File: src/design/stt_pkg.sv
// ----------------------------------------------------------------------------
// stt_pkg
// types and constants shared by the source text tokenizer modules
// ----------------------------------------------------------------------------
package stt_pkg;

   localparam int unsigned FIELD_BITS = 16;

   typedef enum logic [4:0] {
      TOK_COMMENT = 5'd0,
      TOK_NUMBER  = 5'd1,
      TOK_IDENT   = 5'd2,
      TOK_PRINT   = 5'd3,
      TOK_INPUT   = 5'd4,
      TOK_IF      = 5'd5,
      TOK_WHILE   = 5'd6,
      TOK_THEN    = 5'd7,
      TOK_END     = 5'd8,
      TOK_LET     = 5'd9,
      TOK_STRING  = 5'd10,
      TOK_EQEQ    = 5'd11,
      TOK_EQ      = 5'd12,
      TOK_NOTEQ   = 5'd13,
      TOK_LTEQ    = 5'd14,
      TOK_LT      = 5'd15,
      TOK_GTEQ    = 5'd16,
      TOK_GT      = 5'd17,
      TOK_PLUS    = 5'd18,
      TOK_MINUS   = 5'd19,
      TOK_STAR    = 5'd20,
      TOK_SLASH   = 5'd21,
      TOK_LPAREN  = 5'd22,
      TOK_RPAREN  = 5'd23,
      TOK_SEMI    = 5'd24,
      TOK_COLON   = 5'd25,
      TOK_DOT     = 5'd26,
      TOK_ERROR   = 5'd27,
      TOK_EOF     = 5'd28
   } tok_kind_type;

   typedef enum logic [1:0] {
      ERR_NONE     = 2'd0,
      ERR_UNCLOSED = 2'd1,
      ERR_BANG     = 2'd2,
      ERR_BYTE     = 2'd3
   } err_type;

   localparam logic IN_BYTE = 1'b0;
   localparam logic IN_EOF  = 1'b1;

   typedef struct packed {
      logic       kind;
      logic [7:0] char_byte;
   } req_item_type;

   typedef struct packed {
      logic [4:0]            token_kind;
      logic [FIELD_BITS-1:0] line_number;
      logic [FIELD_BITS-1:0] start_column;
      logic [FIELD_BITS-1:0] token_length;
      logic [1:0]            error_reason;
      logic                  last_of_run;
   } rsp_item_type;

   // classified byte passed from front to back
   typedef struct packed {
      logic       eof;
      logic       newline;
      logic       digit;
      logic       word;
      logic       space;
      logic       quote;
      logic       hash;
      logic       equal;
      logic       relop;
      logic       single;
      logic [4:0] single_kind;
      logic [7:0] char_byte;
   } cls_type;

   function automatic cls_type classify(req_item_type it);
      cls_type    c;
      logic [7:0] b;
      b = it.char_byte;
      c = '0;
      c.char_byte   = b;
      c.eof         = (it.kind == IN_EOF);
      c.newline     = (it.kind == IN_BYTE) && (b == 8'd10);
      c.digit       = (b >= "0") && (b <= "9");
      c.word        = c.digit || ((b >= "a") && (b <= "z")) || ((b >= "A") && (b <= "Z"))
                      || (b == "_");
      c.space       = (b == 8'd32) || (b == 8'd9) || (b == 8'd11) || (b == 8'd12)
                      || (b == 8'd13);
      c.quote       = (b == "\"");
      c.hash        = (b == "#");
      c.equal       = (b == "=");
      c.relop       = (b == "=") || (b == "!") || (b == "<") || (b == ">");
      c.single      = 1'b1;
      case (b)
         "+":     c.single_kind = TOK_PLUS;
         "-":     c.single_kind = TOK_MINUS;
         "*":     c.single_kind = TOK_STAR;
         "/":     c.single_kind = TOK_SLASH;
         "(":     c.single_kind = TOK_LPAREN;
         ")":     c.single_kind = TOK_RPAREN;
         ";":     c.single_kind = TOK_SEMI;
         ":":     c.single_kind = TOK_COLON;
         ".":     c.single_kind = TOK_DOT;
         default: begin
            c.single_kind = TOK_ERROR;
         end
      endcase
      if (c.word || c.space || c.quote || c.hash || c.relop) begin
         c.single = 1'b0;
      end
      return c;
   endfunction

endpackage

File: src/design/stt_front.sv
// ----------------------------------------------------------------------------
// stt_front
// accepts bytes, classifies them and queues them for the scanner
// ----------------------------------------------------------------------------
module stt_front (
   input  logic                  clock,
   input  logic                  reset,
   input  logic                  req_valid,
   output logic                  req_stall,
   input  stt_pkg::req_item_type req_item,
   output logic                  cls_valid,
   input  logic                  cls_take,
   output stt_pkg::cls_type      cls_item
);

   stt_pkg::cls_type q_ff [2];
   stt_pkg::cls_type q_in;
   logic             wp_ff, wp_in, rp_ff, rp_in;
   logic [1:0]       cnt_ff, cnt_in;
   logic             push, pop;

   assign req_stall = (cnt_ff == 2'd2);
   assign push      = req_valid && !req_stall;
   assign pop       = cls_take && cls_valid;
   assign cls_valid = (cnt_ff != 2'd0);
   assign cls_item  = q_ff[rp_ff];
   assign q_in      = stt_pkg::classify(req_item);

   always_comb begin
      wp_in  = wp_ff ^ push;
      rp_in  = rp_ff ^ pop;
      cnt_in = cnt_ff + {1'b0, push} - {1'b0, pop};
   end

   always_ff @(posedge clock) begin
      if (reset) begin
         wp_ff  <= 1'b0;
         rp_ff  <= 1'b0;
         cnt_ff <= 2'd0;
      end else begin
         wp_ff  <= wp_in;
         rp_ff  <= rp_in;
         cnt_ff <= cnt_in;
      end
   end

   always_ff @(posedge clock) begin
      if (push) begin
         q_ff[wp_ff] <= q_in;
      end
   end

`ifndef ASSERT_OFF
   a_cnt_max: assert property (@(posedge clock) disable iff (reset) cnt_ff <= 2'd2)
      else $error("queue count overflow");
   a_no_pop_empty: assert property (@(posedge clock) disable iff (reset)
      (cnt_ff == 2'd0) |-> !pop)
      else $error("pop from empty queue");
   a_cnt_track: assert property (@(posedge clock) disable iff (reset)
      (push && !pop) |=> (cnt_ff == $past(cnt_ff) + 2'd1))
      else $error("queue count mismatch");
`endif

endmodule

File: src/design/stt_back.sv
// ----------------------------------------------------------------------------
// stt_back
// scanner state machine; emits up to two tokens per byte through a skid buffer
// ----------------------------------------------------------------------------
module stt_back #(
   parameter int unsigned POSITION_BITS     = 16,
   parameter int unsigned KEYWORD_MAX_CHARS = 5
) (
   input  logic                  clock,
   input  logic                  reset,
   input  logic                  cls_valid,
   output logic                  cls_take,
   input  stt_pkg::cls_type      cls_item,
   output logic                  rsp_valid,
   input  logic                  rsp_stall,
   output stt_pkg::rsp_item_type rsp_item
);

   localparam int unsigned PB = POSITION_BITS;
   localparam int unsigned KB = 8 * KEYWORD_MAX_CHARS;
   localparam logic [PB-1:0] PMAX = '1;

   typedef enum logic [5:0] {
      M_IDLE    = 6'b000001,
      M_NUM     = 6'b000010,
      M_IDENT   = 6'b000100,
      M_STR     = 6'b001000,
      M_COMMENT = 6'b010000,
      M_OP      = 6'b100000
   } mode_type;

   typedef struct packed {
      logic [4:0]    kind;
      logic [PB-1:0] line;
      logic [PB-1:0] col;
      logic [PB-1:0] len;
      logic [1:0]    reason;
   } tok_type;

   mode_type      mode_ff, mode_in;
   logic [PB-1:0] line_ff, line_in, colc_ff, colc_in, start_ff, start_in, len_ff, len_in;
   logic [KB-1:0] kw_ff, kw_in;
   logic [7:0]    op_ff, op_in;
   logic          has_ff, has_in;

   // output buffer: two slots, each holds one token
   tok_type       ob_ff [2];
   logic          obl_ff [2];
   logic [1:0]    obv_ff, obv_in;
   tok_type       t0, t1, fl;
   logic          e0, e1, fl_e;
   logic [PB-1:0] col_nx, ln;

   function automatic logic [PB-1:0] sat(logic [PB-1:0] v);
      return (v == PMAX) ? v : v + 1'b1;
   endfunction

   function automatic logic [KB-1:0] kwpack(string s);
      logic [KB-1:0] p;
      p = '0;
      for (int i = 0; i < s.len(); i++) begin
         p = {p[KB-9:0], 8'(s[i])};
      end
      return p;
   endfunction

   function automatic logic [4:0] kwkind(logic [KB-1:0] b, logic [PB-1:0] n);
      logic [4:0] k;
      k = stt_pkg::TOK_IDENT;
      if (n == PB'(5) && b == kwpack("print")) k = stt_pkg::TOK_PRINT;
      if (n == PB'(5) && b == kwpack("input")) k = stt_pkg::TOK_INPUT;
      if (n == PB'(2) && b == kwpack("if"))    k = stt_pkg::TOK_IF;
      if (n == PB'(5) && b == kwpack("while")) k = stt_pkg::TOK_WHILE;
      if (n == PB'(4) && b == kwpack("then"))  k = stt_pkg::TOK_THEN;
      if (n == PB'(3) && b == kwpack("end"))   k = stt_pkg::TOK_END;
      if (n == PB'(3) && b == kwpack("let"))   k = stt_pkg::TOK_LET;
      return k;
   endfunction

   // a byte needs room for two tokens; a lone head token may leave this cycle
   assign cls_take = cls_valid && ((obv_ff == 2'b00) || ((obv_ff == 2'b01) && !rsp_stall));
   assign ln       = line_ff;
   assign col_nx   = sat(colc_ff);

   // pending-token flush
   always_comb begin
      fl   = '0;
      fl_e = 1'b1;
      fl.line  = ln;
      fl.col   = start_ff;
      fl.len   = len_ff;
      fl.kind  = stt_pkg::TOK_COMMENT;
      fl.reason = stt_pkg::ERR_NONE;
      unique case (mode_ff)
         M_NUM:     fl.kind = stt_pkg::TOK_NUMBER;
         M_IDENT:   fl.kind = kwkind(kw_ff, len_ff);
         M_STR: begin
            fl.kind   = stt_pkg::TOK_ERROR;
            fl.reason = stt_pkg::ERR_UNCLOSED;
         end
         M_COMMENT: fl.kind = stt_pkg::TOK_COMMENT;
         M_OP: begin
            fl.len = PB'(1);
            if (op_ff == "!") begin
               fl.kind   = stt_pkg::TOK_ERROR;
               fl.reason = stt_pkg::ERR_BANG;
            end else if (op_ff == "=") begin
               fl.kind = stt_pkg::TOK_EQ;
            end else if (op_ff == "<") begin
               fl.kind = stt_pkg::TOK_LT;
            end else begin
               fl.kind = stt_pkg::TOK_GT;
            end
         end
         default: fl_e = 1'b0;
      endcase
   end

   always_comb begin
      logic start_new;
      stt_pkg::cls_type c;
      c         = cls_item;
      start_new = 1'b0;
      mode_in  = mode_ff;
      line_in  = line_ff;
      colc_in  = colc_ff;
      start_in = start_ff;
      len_in   = len_ff;
      kw_in    = kw_ff;
      op_in    = op_ff;
      has_in   = has_ff;
      t0 = fl;
      t1 = '0;
      e0 = 1'b0;
      e1 = 1'b0;
      if (c.eof) begin
         e0 = fl_e;
         e1 = 1'b1;
         t1.kind   = stt_pkg::TOK_EOF;
         t1.line   = has_ff ? sat(line_ff) : line_ff;
         t1.col    = PB'(1);
         t1.len    = '0;
         t1.reason = stt_pkg::ERR_NONE;
         mode_in  = M_IDLE;
         line_in  = PB'(1);
         colc_in  = '0;
         start_in = '0;
         len_in   = '0;
         kw_in    = '0;
         op_in    = '0;
         has_in   = 1'b0;
      end else if (c.newline) begin
         e0 = fl_e;
         mode_in = M_IDLE;
         line_in = sat(line_ff);
         colc_in = '0;
         has_in  = 1'b0;
      end else begin
         has_in  = 1'b1;
         colc_in = col_nx;
         unique case (mode_ff)
            M_NUM: begin
               if (c.digit) len_in = sat(len_ff);
               else begin e0 = 1'b1; start_new = 1'b1; end
            end
            M_IDENT: begin
               if (c.word) begin
                  len_in = sat(len_ff);
                  kw_in  = {kw_ff[KB-9:0], c.char_byte};
               end else begin
                  e0 = 1'b1;
                  start_new = 1'b1;
               end
            end
            M_STR: begin
               if (c.quote) begin
                  e0 = 1'b1;
                  t0.kind = stt_pkg::TOK_STRING;
                  t0.reason = stt_pkg::ERR_NONE;
                  mode_in = M_IDLE;
               end else begin
                  len_in = sat(len_ff);
               end
            end
            M_COMMENT: len_in = sat(len_ff);
            M_OP: begin
               if (c.equal) begin
                  e0 = 1'b1;
                  t0.len = PB'(2);
                  t0.reason = stt_pkg::ERR_NONE;
                  if (op_ff == "=")      t0.kind = stt_pkg::TOK_EQEQ;
                  else if (op_ff == "!") t0.kind = stt_pkg::TOK_NOTEQ;
                  else if (op_ff == "<") t0.kind = stt_pkg::TOK_LTEQ;
                  else                   t0.kind = stt_pkg::TOK_GTEQ;
                  mode_in = M_IDLE;
               end else begin
                  e0 = 1'b1;
                  start_new = 1'b1;
               end
            end
            default: start_new = 1'b1;
         endcase
         if (start_new) begin
            mode_in = M_IDLE;
            if (!c.space) begin
               start_in = col_nx;
               len_in   = PB'(1);
               if (c.hash) mode_in = M_COMMENT;
               else if (c.digit) mode_in = M_NUM;
               else if (c.word) begin
                  mode_in = M_IDENT;
                  kw_in   = KB'(c.char_byte);
               end else if (c.quote) begin
                  mode_in = M_STR;
                  len_in  = '0;
               end else if (c.relop) begin
                  mode_in = M_OP;
                  op_in   = c.char_byte;
               end else begin
                  e1 = 1'b1;
                  t1.kind = c.single_kind;
                  t1.line = ln;
                  t1.col  = col_nx;
                  t1.len  = PB'(1);
                  t1.reason = (c.single_kind == stt_pkg::TOK_ERROR) ?
                              stt_pkg::ERR_BYTE : stt_pkg::ERR_NONE;
               end
            end
         end
      end
   end

   // buffer control: slot 0 is shown first
   always_comb begin
      obv_in = obv_ff;
      if (rsp_valid && !rsp_stall) begin
         obv_in = {1'b0, obv_ff[1]};
      end
      if (cls_take) begin
         obv_in = {e0 && e1, e0 || e1};
      end
   end

   always_ff @(posedge clock) begin
      if (reset) begin
         mode_ff  <= M_IDLE;
         line_ff  <= PB'(1);
         colc_ff  <= '0;
         start_ff <= '0;
         len_ff   <= '0;
         kw_ff    <= '0;
         op_ff    <= '0;
         has_ff   <= 1'b0;
         obv_ff   <= 2'b00;
      end else begin
         obv_ff <= obv_in;
         if (cls_take) begin
            mode_ff  <= mode_in;
            line_ff  <= line_in;
            colc_ff  <= colc_in;
            start_ff <= start_in;
            len_ff   <= len_in;
            kw_ff    <= kw_in;
            op_ff    <= op_in;
            has_ff   <= has_in;
         end
      end
   end

   always_ff @(posedge clock) begin
      if (cls_take) begin
         ob_ff[0]  <= e0 ? t0 : t1;
         obl_ff[0] <= !(e0 && e1);
         ob_ff[1]  <= t1;
         obl_ff[1] <= 1'b1;
      end else if (rsp_valid && !rsp_stall) begin
         ob_ff[0]  <= ob_ff[1];
         obl_ff[0] <= obl_ff[1];
      end
   end

   assign rsp_valid = obv_ff[0];
   always_comb begin
      rsp_item              = '0;
      rsp_item.token_kind   = ob_ff[0].kind;
      rsp_item.line_number  = stt_pkg::FIELD_BITS'(ob_ff[0].line);
      rsp_item.start_column = stt_pkg::FIELD_BITS'(ob_ff[0].col);
      rsp_item.token_length = stt_pkg::FIELD_BITS'(ob_ff[0].len);
      rsp_item.error_reason = ob_ff[0].reason;
      rsp_item.last_of_run  = obl_ff[0];
   end

`ifndef ASSERT_OFF
   a_buf_order: assert property (@(posedge clock) disable iff (reset)
      obv_ff[1] |-> obv_ff[0])
      else $error("second slot valid without first");
   a_take_room: assert property (@(posedge clock) disable iff (reset)
      cls_take |-> !obv_ff[1])
      else $error("byte taken while two tokens pending");
   a_line_nonzero: assert property (@(posedge clock) disable iff (reset)
      line_ff != '0)
      else $error("line counter zero");
`endif

endmodule

File: src/design/source_text_tokenizer.sv
// ----------------------------------------------------------------------------
// source_text_tokenizer
// streaming lexer: source bytes in, tokens with kind, line, column, length out
// ----------------------------------------------------------------------------
// usage:
//   req channel carries one item per byte (kind 0) or an end of input (kind 1).
//   rsp channel carries tokens; last_of_run marks the final token of an item.
//   an item gives zero, one or two tokens; end of input flushes and adds eof.
// path: an item first waits in the classify queue, then its tokens are
//   registered in the scanner output register before they appear.
// throughput: one item per cycle while items give at most one token and
//   the receiver does not stall; an item that gives two tokens holds the
//   scanner until the single output port has drained its first token.
// reset clears the queue, scanner state and pending tokens; line starts at 1.
// when the receiver stalls, tokens wait in the output register, the two-entry
//   queue fills and then req_stall rises; nothing is dropped.
// ----------------------------------------------------------------------------
module source_text_tokenizer #(
   parameter int unsigned POSITION_BITS     = 16,
   parameter int unsigned KEYWORD_MAX_CHARS = 5
) (
   input  logic                  clock,
   input  logic                  reset,
   input  logic                  req_valid,
   output logic                  req_stall,
   input  stt_pkg::req_item_type req_item,
   output logic                  rsp_valid,
   input  logic                  rsp_stall,
   output stt_pkg::rsp_item_type rsp_item
);

   logic             cls_valid, cls_take;
   stt_pkg::cls_type cls_item;

   stt_front u_front (
      .clock     (clock),
      .reset     (reset),
      .req_valid (req_valid),
      .req_stall (req_stall),
      .req_item  (req_item),
      .cls_valid (cls_valid),
      .cls_take  (cls_take),
      .cls_item  (cls_item)
   );

   stt_back #(
      .POSITION_BITS     (POSITION_BITS),
      .KEYWORD_MAX_CHARS (KEYWORD_MAX_CHARS)
   ) u_back (
      .clock     (clock),
      .reset     (reset),
      .cls_valid (cls_valid),
      .cls_take  (cls_take),
      .cls_item  (cls_item),
      .rsp_valid (rsp_valid),
      .rsp_stall (rsp_stall),
      .rsp_item  (rsp_item)
   );

endmodule
File: config.mk
export PLATFORM = sky130hd
export DESIGN_NAME = source_text_tokenizer
export DESIGN_NICKNAME = d
export VERILOG_FILES = /design/src/design/stt_pkg.sv /design/src/design/stt_front.sv /design/src/design/stt_back.sv /design/src/design/source_text_tokenizer.sv
export SDC_FILE = /design/constraint.sdc
export NUM_CORES = 1
export LEC_CHECK = 0
export BUFFER_PORTS_ARGS = -buffer_cell sky130_fd_sc_hd__buf_2
export CAP_MARGIN = 10
export CORE_ASPECT_RATIO = 2
export CORE_MARGIN = 2
export CORE_UTILIZATION = 56
export DETAILED_ROUTE_END_ITERATION = 10
export GPL_TIMING_DRIVEN = 0
export PLACE_DENSITY = 0.86
export SETUP_SLACK_MARGIN = 0.02
export SYNTH_ARGS = -nofsm -noshare
export SYNTH_HDL_FRONTEND = slang
export SYNTH_HIERARCHICAL = 1
export SYNTH_SLANG_ARGS = --single-unit
File: constraint.sdc
create_clock -name clock -period 3.6 [get_ports clock]
set_clock_uncertainty 0.1 [all_clocks]
set_input_delay 0.18 -clock clock [delete_from_list [all_inputs] [get_ports clock]]
set_output_delay 0.18 -clock clock [all_outputs]
set_load 0.01 [all_outputs]
Word level (Yosys, flattened, before mapping)
Memories as Yosys holds them, arrays and structs flattened. A register that Yosys moved wholly into a read port is not among the register bits.
Cells that the tools add are included.
- memories: 3
- output and inout port bits: 58
- bits in writable memories: 156
- register bits after elaboration: 125
- input port bits: 13
- memories (memory ; words ; width ; rd ports ; clocked after memory_dff ; wr ports ; RTL line ; source):
    u_back.ob_ff ; 2 ; 55 ; 2 ; 0 ; 2 ; stt_back.sv:47 ; tok_type ob_ff [2];
    u_front.q_ff ; 2 ; 22 ; 1 ; 1 ; 1 ; stt_front.sv:16 ; stt_pkg::cls_type q_ff [2];
    u_back.obl_ff ; 2 ; 1 ; 2 ; 0 ; 2 ; stt_back.sv:48 ; logic obl_ff [2];
- order comparisons: 6
- bitwise operators: 5
- eq/ne operators: 55
- add/sub/neg operators: 5
- muxes and demuxes: 129
- reduce and logical (&&, ||, !) cells: 50
- operators with widths (cell ; number):
    55-bit 2-to-1 mux ; 11
    16-bit 2-to-1 mux ; 24
    40-bit 2-to-1 mux ; 9
    8-bit by 6-bit == test with 1-bit output, second input constant ; 19
    40-bit by 39-bit == test with 1-bit output, second input constant ; 3
    40-bit by 23-bit == test with 1-bit output, second input constant ; 2
    8-bit 2-to-1 mux ; 9
    6-bit 2-to-1 mux ; 11
    16-bit one-hot mux with 4 select lines ; 1
    5-bit 2-to-1 mux ; 11
    18-bit 2-to-1 mux ; 3
    16-bit by 1-bit adder with 16-bit output, second input constant ; 3
    16-bit == test, second input constant ; 3
    40-bit by 15-bit == test with 1-bit output, second input constant ; 1
    40-bit by 31-bit == test with 1-bit output, second input constant ; 1
    8-bit by 4-bit == test with 1-bit output, second input constant ; 5
    4-bit one-hot mux with 9 select lines ; 1
    16-bit by 2-bit == test with 1-bit output, second input constant ; 2
    16-bit by 3-bit == test with 1-bit output, second input constant ; 2
    1-bit 2-to-1 mux ; 32
    5-bit one-hot mux with 4 select lines ; 1
    1-bit logical AND ; 17
    8-bit by 7-bit greater-or-equal comparator with 1-bit output, second input constant ; 2
    8-bit by 7-bit <= comparator with 1-bit output, second input constant ; 2
    36 further kinds ; 75

Logic depth before layout (Yosys ltp)
Gate-level depths: netlist of the first run.
- depth after elaboration: 16
- gate-level depth with buffers: 12

By module
Netlist of the first run, hierarchy kept.
- modules (own cells, without submodules) (module ; area each (µm²) ; times used ; cells each):
    stt_back ; 10867.9 ; 1 ; 1177
    stt_front ; 2133.3 ; 1 ; 145

Worst setup path before layout of the first run
No wires, ideal clock.
- path type: register to register
- start: reg u_front.cnt_ff[1]
- end: mem u_back/ob_ff[0][31] (netlist bit), data pin
- setup slack: 0.249 ns
- data arrival time: 2.982 ns
- period minus slack after synthesis: 3.351 ns
- library setup time: 0.269 ns
- path buffers: 2
- cell stages (with the launch flop): 9
- path through: dfxtp_1 > or2_2 > nor2b_1 > nand2_1 > clkinv_1 > nor2_1 > clkbuf_1 > clkbuf_1 > o21ai_0
- RTL lines (what ; RTL line ; source):
    start: declaration ; stt_front.sv:19 ; logic [1:0] cnt_ff, cnt_in;
    start signal: assignment ; stt_front.sv:43 ; cnt_ff <= cnt_in;
    end: declaration ; stt_back.sv:47 ;

==> flow_summary.ini, run 1 <==
[global_routing]
grt_pass1_wl_um = 57200
antenna_found_initial = 0
grt_pass1_vias = 11000
grt_max_degree = 49
overflow = 0
grt_use_total = 0.293

[clocking]
post_cts.repair.setup_buffers = 0
cts-buffers-inserted = 24
clkTransAtPathRegs_ns = 0.07
htreeDepth = 1
cts_root_buffer = clkbuf_16
max-clock-path-buffers = 3
insertion_delay_ns = 0.54
cts.sinks = 263
cts_tree = built

[finish]
final_util = 0.650
num_antenna_cells = 0
drive_gt1_frac = 0.150
multi_input_area_um2 = 5810
syn2layout_area_growth_pct = 14.0
final_cell_area_um2 = 14700
fin_cells = 1720
seqCellArea_um2 = 6640
nNetsFinal = 1446
nFillCells = 1820

[route]
drt_wl_total_um = 36600
firstDrtPassIters = 6
drt_iter0_drc = 1149
routed_via_density = 6.55
dr_total_vias = 11300
drtAntennaViolNets = 0
route.detailed.drc = 0
routedWlPerCell_um = 21.3

[timing]
grt_setup_unrepaired = no
fin_crit_sh = 0.968
hold_viol_final = 0
setup-violations-final = 0
drv_slew = 0
relSlewSlack = 0.275
fin_crit_ns = 3.48
worst_slew_pin_slew_ns = 1.07
fmax_mhz = 287

[yosys]
synthCells = 1316
syn_area_per_cell_um2 = 9.80
ys_warn_count = 6
synth_area_um2 = 12900
synth_nets = 1339

[place]
dp.cells = 1667
place_hpwl_um = 25900
io_buffers = 70
gp_congestion = 0.968
placed_area_um2 = 13600

[worst_setup_path]
crit_required_ns = 3.97
crit_path_start_kind = flop
crit_path_max_fanout = 10
critical_path_class = flop to flop
cp-end-kind = flop
cp.arrival_ns = 3.85

[power_and_ir_drop]
p_per_area_nw_per_um2 = 664
report.power.total_mw = 9.77
vdd_drop_max_uv = 663
p_leak_nw = 5.22

[floorplan]
std_cell_rows = 78
initial_utilization = 0.570
core-area_um2 = 22600
ios = 71
dieWidth_um = 111
fp.dieH_um = 219
die_area_um2 = 24300

[worst_hold_path]
hold_path.class = input pin to flop

[outcome]
status = finished clean

[job]
cap_violations = 0
==> timing repair <==
item | in CTS | in global routing
hold buffers | 12 | 0
gates resized for setup | 14 | 11
endpoints found under the setup margin | 128 | 78
endpoints found under the hold margin | 28 | 0
==> cell usage in the layout (no fill, tap or decap), types with 29 or more instances in the layout <==
| cell | instances |
|---|---|
| nor3_1 | 46 |
| clkbuf_1 | 41 |
| a21oi_1 | 92 |
| nor2_1 | 106 |
| a22o_1 | 53 |
| buf_2 | 91 |
| nand2_1 | 132 |
| dfxtp_1 | 126 |
| and2_1 | 29 |
| o21ai_0 | 81 |
| edfxtp_1 | 137 |
| nand3_1 | 37 |
==> cell type report <==
type                       count  share of cell area
tap                          280              0.0238
inverter                      26             0.00757
clock buffer                  33              0.0510
timing repair buffer          83              0.0334
buffer                        83              0.0280
sequential                   263               0.451
multi-input combinational    942               0.395
clock inverter                10              0.0100
==> final timing paths <==
path | from | depth (start not counted) | endpoint | slack (ns)
min | req_valid | 6 | u_front/cnt_ff[1] | 0.22
min reg2reg | u_back/start_ff[6] | 2 | u_back/start_ff[6] | 0.36
max | u_front/rp_ff | 9 | u_back/start_ff[9] | 0.12
max reg2reg | u_front/rp_ff | 9 | u_back/start_ff[9] | 0.12
==> worst max-delay path, cell delays in order, from the launching register on <==
cell and delay, ns:
dfxtp_1 0.44, clkbuf_4 0.27, mux2_2 0.22, clkbuf_1 0.42, inv_1 0.14, a21oi_1 0.74
o21ai_2 0.30, buf_2 0.31, or3_1 0.33, a21oi_1 0.14
==> report_power, final <==
part	switching, mW	internal, mW	total (mW)
clock network	1.17	1.69	2.86
registers	0.192	4.00	4.19
logic	1.92	0.806	2.72
total	3.27	6.50	9.77
==> layer usage <==
layer	part of all wire	track usage	vias to the layer above
met5	0	0	-
met4	0.055	0.168	0
met3	0.072	0.0402	152
met2	0.51	0.531	612
met1	0.36	0.326	5343
li1	-	-	5151
==> sequential cells by signal, summed over array words and instances, names as in the netlist, 6 cells and up <==
register and count:
u_back/kw_ff 40, u_back/op_ff 8, u_back/start_ff 16, u_front/q_ff 42, u_back/mode_ff 6, u_back/colc_ff 16, u_back/len_ff 16, u_back/ob_ff 94
u_back/line_ff 16
==> stage by stage <==
step	worst slack, ns	setup TNS [ns]	hold WS (ns)
floorplan	0.249	0	0.147
global placement	-1.12	-118.61	0.295
detailed placement	-0.630	-30.15	0.295
CTS	0.0292	0	0.208
global route	0.0779	0	0.272
finish	0.116	0	0.224
(Power assumes the default switching activity.)
==> run 2: changes to the inputs <==
ABC_CLOCK_PERIOD_IN_PS = 3600   (was unset)
CORE_MARGIN = 8   (was 2)
CTS_BUF_LIST = sky130_fd_sc_hd__clkbuf_4 sky130_fd_sc_hd__clkbuf_8 sky130_fd_sc_hd__clkbuf_16   (was unset)
==> run 2 against run 1 <==
Net effect: worst setup slack got worse by 0.037 ns; critical path depth unchanged; via count up 0.66%; sequential power about the same; clock power decreased by 7.0%; sequential share of layout area grew 0.22 points; combinational power hardly changed; global-route usage shrank 3.6 points; cell count barely moved; die area rose by 17%; utilization decreased by 0.32 points; critical endpoint unchanged; largest power group unchanged; highest routed layer unchanged.
==> flow_summary.ini, run 2 (same netlist as run 1, synthesis figures left out) <==
[outcome]
status = finished clean

[finish]
top_register = u_back/ob_ff
reg_top3 = u_back/ob_ff: 94 flops, u_front/q_ff: 42 flops, u_back/kw_ff: 40 flops
final_cell_area_um2 = 14600
final_cell_mix = 137 x edfxtp_1, 132 x nand2_1, 126 x dfxtp_1, 105 x nor2_1, 93 x buf_2
syn2layout_area_growth_pct = 13.4
layout_commonest_cell = edfxtp_1
drive_gt1_frac = 0.149
num_antenna_cells = 0
nNetsFinal = 1447
fin_cells = 1721
largest_reg_flops = 94

[timing]
grt_setup_unrepaired = yes
fmax_mhz = 284
drv_slew = 0
fin_crit_sh = 0.978
relSlewSlack = 0.243
setup-violations-final = 0
worst_slew_pin_slew_ns = 1.13
fin_crit_ns = 3.52
hold_viol_final = 0

[power_and_ir_drop]
vdd_drop_max_uv = 589
p_per_area_nw_per_um2 = 656
p_leak_nw = 5.20

[worst_setup_path]
r2r_slack_ns = 0.08
crit_slowest_cell = a21oi_1
crit_required_ns = 3.96
crit_top_cell = a21oi_1
crit_chain = buf_4 > mux2_2 > clkbuf_1 > inv_1 > a21oi_1 > o21ai_2 > buf_2 > or3_1 > a21oi_1
critical_path_class = flop to flop
max_stage_delay_ns = 0.68
crit_buf_inv = 4
r2r_end = u_back/start_ff[9]
worstReg2RegStart = u_front/rp_ff
r2r_cells = 9
crit_path_max_fanout = 10
cp-end-kind = flop
cp.arrival_ns = 3.88
crit_family = buffers and inverters
crit_path_start_kind = flop

[worst_hold_path]
hold_path_depth = 6
hold_path.class = input pin to flop
hold-path-endpoint = u_front/cnt_ff[1]
min-delay-start = req_valid

[route]
dr_total_vias = 11300
route.detailed.drc = 0
drtAntennaViolNets = 0
drt_iter0_drc = 1347
drt_wl_total_um = 37100
routed_via_density = 6.58
routedWlPerCell_um = 21.6
firstDrtPassIters = 7

[clocking]
max-clock-path-buffers = 3
cts.sinks = 263
clkTransAtPathRegs_ns = 0.07
cts_tree = built
cts_root_buffer = clkbuf_16
insertion_delay_ns = 0.55
cts-buffers-inserted = 23
post_cts.repair.setup_buffers = 0
htreeDepth = 1

[floorplan]
dieWidth_um = 123
ios = 71
core-area_um2 = 22600
die_area_um2 = 28400
initial_utilization = 0.570
std_cell_rows = 78
fp.dieH_um = 231

[global_routing]
grt_pass1_wl_um = 57800
grt_use_total = 0.256
grt_pass1_vias = 11100
overflow = 0
antenna_found_initial = 0
grt_max_degree = 49

[place]
placed_area_um2 = 13600
dp.cells = 1667
io_buffers = 70
place_hpwl_um = 26400
gp_congestion = 0.978

[job]
cap_violations = 0
## run 2: repair_timing
item	4_1_cts	5_1_grt
pin swaps	0	0
hold buffers	12	0
gates cloned	0	0
setup endpoints to repair	126	63
endpoints found under the hold margin	28	0
resized for setup	13	9
## run 2: tightest hold or removal path, stage by stage
cell	delay (ns)
buf_2	0.09
nand2_1	0.07
ha_1	0.15
xor2_1	0.08
xnor2_1	0.14
nor2_1	0.04
## run 2: per-stage QoR
stage / hold slack, ns / util / setup TNS, ns / power, mW / setup slack [ns]
final: 0.159 / 0.646 / 0 / 9.60 / 0.0799
after global routing: 0.218 / 0.646 / -0.0313 / 9.97 / -0.0244
after detailed placement: 0.294 / 0.602 / -28.04 / 6.89 / -0.641
after global placement: 0.296 / 0.601 / -118.90 / 6.79 / -1.14
after CTS: 0.156 / 0.645 / 0 / 9.56 / 0.00260
after floorplan: 0.147 / - / 0 / 5.86 / 0.249
## run 2: report_power, final
| part | switching (mW) | internal (mW) | total [mW] |
|---|---|---|---|
| clock | 1.15 | 1.51 | 2.66 |
| sequential | 0.195 | 4.00 | 4.19 |
| combinational | 1.94 | 0.806 | 2.75 |
## run 2: how the worst max path moves through the flow
stage                                 start                  end  slack [ns]  cells after the start
after floorplan           u_front/cnt_ff[1]  u_back/ob_ff[0][31]        0.25                      8
after global placement    u_front/cnt_ff[1]   u_back/ob_ff[0][0]       -1.14                      9
after detailed placement      u_front/rp_ff  u_back/ob_ff[0][33]       -0.64                     12
after CTS                     u_front/rp_ff  u_back/ob_ff[0][33]       0.003                     12
after global routing          u_front/rp_ff   u_back/start_ff[9]       -0.02                      9
final                         u_front/rp_ff   u_back/start_ff[9]        0.08                      9
## run 2: layout make-up
| class | instances | area, µm² |
|---|---|---|
| clock inverter | 14 | 173 |
| buffer | 84 | 412 |
| timing repair buffer | 84 | 503 |
| clock buffer | 28 | 643 |
| inverter | 26 | 111 |
| fill | 1884 | 8010 |
| tap | 280 | 350 |
| multi-input combinational | 942 | 5810 |
| sequential | 263 | 6640 |
## run 2: per-layer routing
layer / track usage / share of wire
met2: 0.448 / 0.51
met1: 0.280 / 0.36
met5: 0 / 0
met3: 0.0391 / 0.076
met4: 0.159 / 0.054
==> run 3: changes to the inputs <==
BUFFER_PORTS_ARGS = unset   (was -buffer_cell sky130_fd_sc_hd__buf_2)
CORE_UTILIZATION = 58   (was 56)
DONT_BUFFER_PORTS = 1   (was unset)
GPL_TIMING_DRIVEN = unset   (was 0)
PLACE_DENSITY = 0.85   (was 0.86)
==> run 3 against run 2 <==
Net effect: hold slack lost 0.11 ns; worst setup slack better by 0.39 ns; first-iteration DRC count fell by 14%; combinational power shrank 21%; cell count is 7.1% lower; die area decreased by 3.1%; register-to-register slack gained 0.39 ns; via count shrank 4.6%; sequential power up 7.2%; sequential share of layout area up 1.6 points; critical path depth grew 1; routed wire length shrank 3.9%; critical path type unchanged; largest cell class unchanged; largest power group unchanged; highest routed layer unchanged.
==> flow_summary.ini, run 3 (same netlist as run 1, synthesis figures left out) <==
[outcome]
status = finished clean

[floorplan]
dieWidth_um = 121
std_cell_rows = 77
core-area_um2 = 22000
ios = 71
die_area_um2 = 27600
initial_utilization = 0.587
fp.dieH_um = 227

[timing]
fmax_mhz = 319
hold_viol_final = 0
tns_ns = 0
fin_crit_ns = 3.13
relSlewSlack = 0.339
holdWs_ns = 0.0517
drv_slew = 0
fin_crit_sh = 0.870
grt_setup_unrepaired = no
setup-violations-final = 0
worst_slew_pin_slew_ns = 0.992

[clocking]
cts.sinks = 263
cts_tree = built
cts-buffers-inserted = 24
max-clock-path-buffers = 3
cts_resized = 0
htreeDepth = 1
clkTransAtPathRegs_ns = 0.07
post_cts.repair.setup_buffers = 0
cts_root_buffer = clkbuf_16
insertion_delay_ns = 0.53

[global_routing]
grt.met2_usage = 0.453
met3_usage = 0.0430
grt_max_degree = 63
grt_pass1_wl_um = 56200
grt_pass1_vias = 10500
antenna_found_initial = 2
grt.busiest_layer = met2
overflow = 0
grt_use_total = 0.257
use_met1 = 0.277

[power_and_ir_drop]
p_comb_frac = 0.232
p_per_area_nw_per_um2 = 663
pwr-share-seq = 0.479
p_leak_nw = 4.82
p_int_mw = 6.18
power_frac_clock = 0.289
switchingPower_mw = 3.18
p_sw_frac = 0.340
vdd_drop_max_uv = 507

[worst_setup_path]
critical_path_class = flop to flop
crit_required_ns = 3.86
worstReg2RegStart = u_front/rp_ff
crit_path_start_kind = flop
cp-end-kind = flop
cp.arrival_ns = 3.39
r2r_end = u_back/ob_ff[0][23]
crit_path_max_fanout = 29
r2r_cells = 10
r2r_slack_ns = 0.47

[worst_hold_path]
min-delay-start = req_item[1]
hold_path_depth = 3
hold_path.class = input pin to flop
hold-path-endpoint = u_front/q_ff[1][8]

[route]
firstDrtPassIters = 5
drtAntennaViolNets = 0
drt_wl_total_um = 35700
routedWlPerCell_um = 22.3
drt_iter0_drc = 1158
route.detailed.drc = 0
dr_total_vias = 10800
routed_via_density = 6.77

[finish]
top_register = u_back/ob_ff
drive_gt1_frac = 0.102
largest_reg_flops = 94
syn2layout_area_growth_pct = 9.52
nNetsFinal = 1325
layout_commonest_cell = edfxtp_1
final_cell_mix = 137 x edfxtp_1, 132 x nand2_1, 126 x dfxtp_1, 106 x nor2_1, 91 x a21oi_1
reg_top3 = u_back/ob_ff: 94 flops, u_front/q_ff: 42 flops, u_back/kw_ff: 40 flops

[place]
place_hpwl_um = 24400
io_buffers = 0
gp_congestion = 0.965

[job]
cap_violations = 0
==> run 3: metrics by stage <==
stage | worst slack [ns] | utilization | total power [mW] | instance area [µm²] | instances
3_5_place_dp | 0.500 | 0.598 | 6.63 | 13100 | 1539
3_3_place_gp | 0.514 | 0.598 | 6.57 | 13100 | 1539
6_report | 0.468 | 0.643 | 9.37 | 14100 | 1598
4_1_cts | 0.462 | 0.643 | 9.36 | 14100 | 1596
2_1_floorplan | 0.249 | - | 5.86 | 12900 | 1316
5_1_grt | 0.177 | 0.643 | 9.72 | 14100 | 1598
==> run 3: how the worst max path moves through the flow <==
stage / start / endpoint / slack [ns] / cells after the start
floorplan: u_front/cnt_ff[1] / u_back/ob_ff[0][31] / 0.25 / 8
global placement: u_front/rp_ff / u_back/ob_ff[0][32] / 0.51 / 10
detailed placement: u_front/rp_ff / u_back/ob_ff[0][21] / 0.50 / 10
CTS: u_front/rp_ff / u_back/ob_ff[0][21] / 0.46 / 10
global route: u_front/rp_ff / u_back/ob_ff[0][23] / 0.18 / 10
finish: u_front/rp_ff / u_back/ob_ff[0][23] / 0.47 / 10
==> run 3: power groups by stage <==
stage | combinational [mW] | clock, mW | sequential, mW
6_report | 2.17 | 2.71 | 4.49
3_5_place_dp | 2.07 | 0 | 4.56
2_1_floorplan | 1.43 | 0 | 4.43
4_1_cts | 2.13 | 2.73 | 4.51
5_1_grt | 2.31 | 2.86 | 4.55
3_3_place_gp | 2.02 | 0 | 4.54
==> run 3: critical path, cell delays in order (launching register included) <==
cell      delay, ns
dfxtp_1        0.35
buf_4          0.24
mux2_2         0.43
nor4_1         0.46
nand2b_1       0.17
nor3_1         0.30
o21ai_2        0.14
buf_4          0.26
nor3_1         0.21
a21oi_1        0.06
o21ai_0        0.20
==> run 3: metal layers <==
layer  wire (µm)  vias up
li1            -     4908
met1       12600     5157
met2       18200      594
met3        2550      157
met4        2310        0
met5           0        -
==> run 3: layout make-up <==
cell class | instances | area [µm²]
clock inverter | 16 | 188
antenna | 2 | 5.00
sequential | 263 | 6640
tap | 276 | 345
clock buffer | 28 | 648
inverter | 26 | 97.6
fill | 1761 | 7840
multi-input combinational | 942 | 5800
timing repair buffer | 45 | 413
==> run 3: repair_timing <==
item	4_1_cts	5_1_grt
setup endpoints to repair	0	0
hold buffers	13	0
endpoints found under the hold margin	118	0
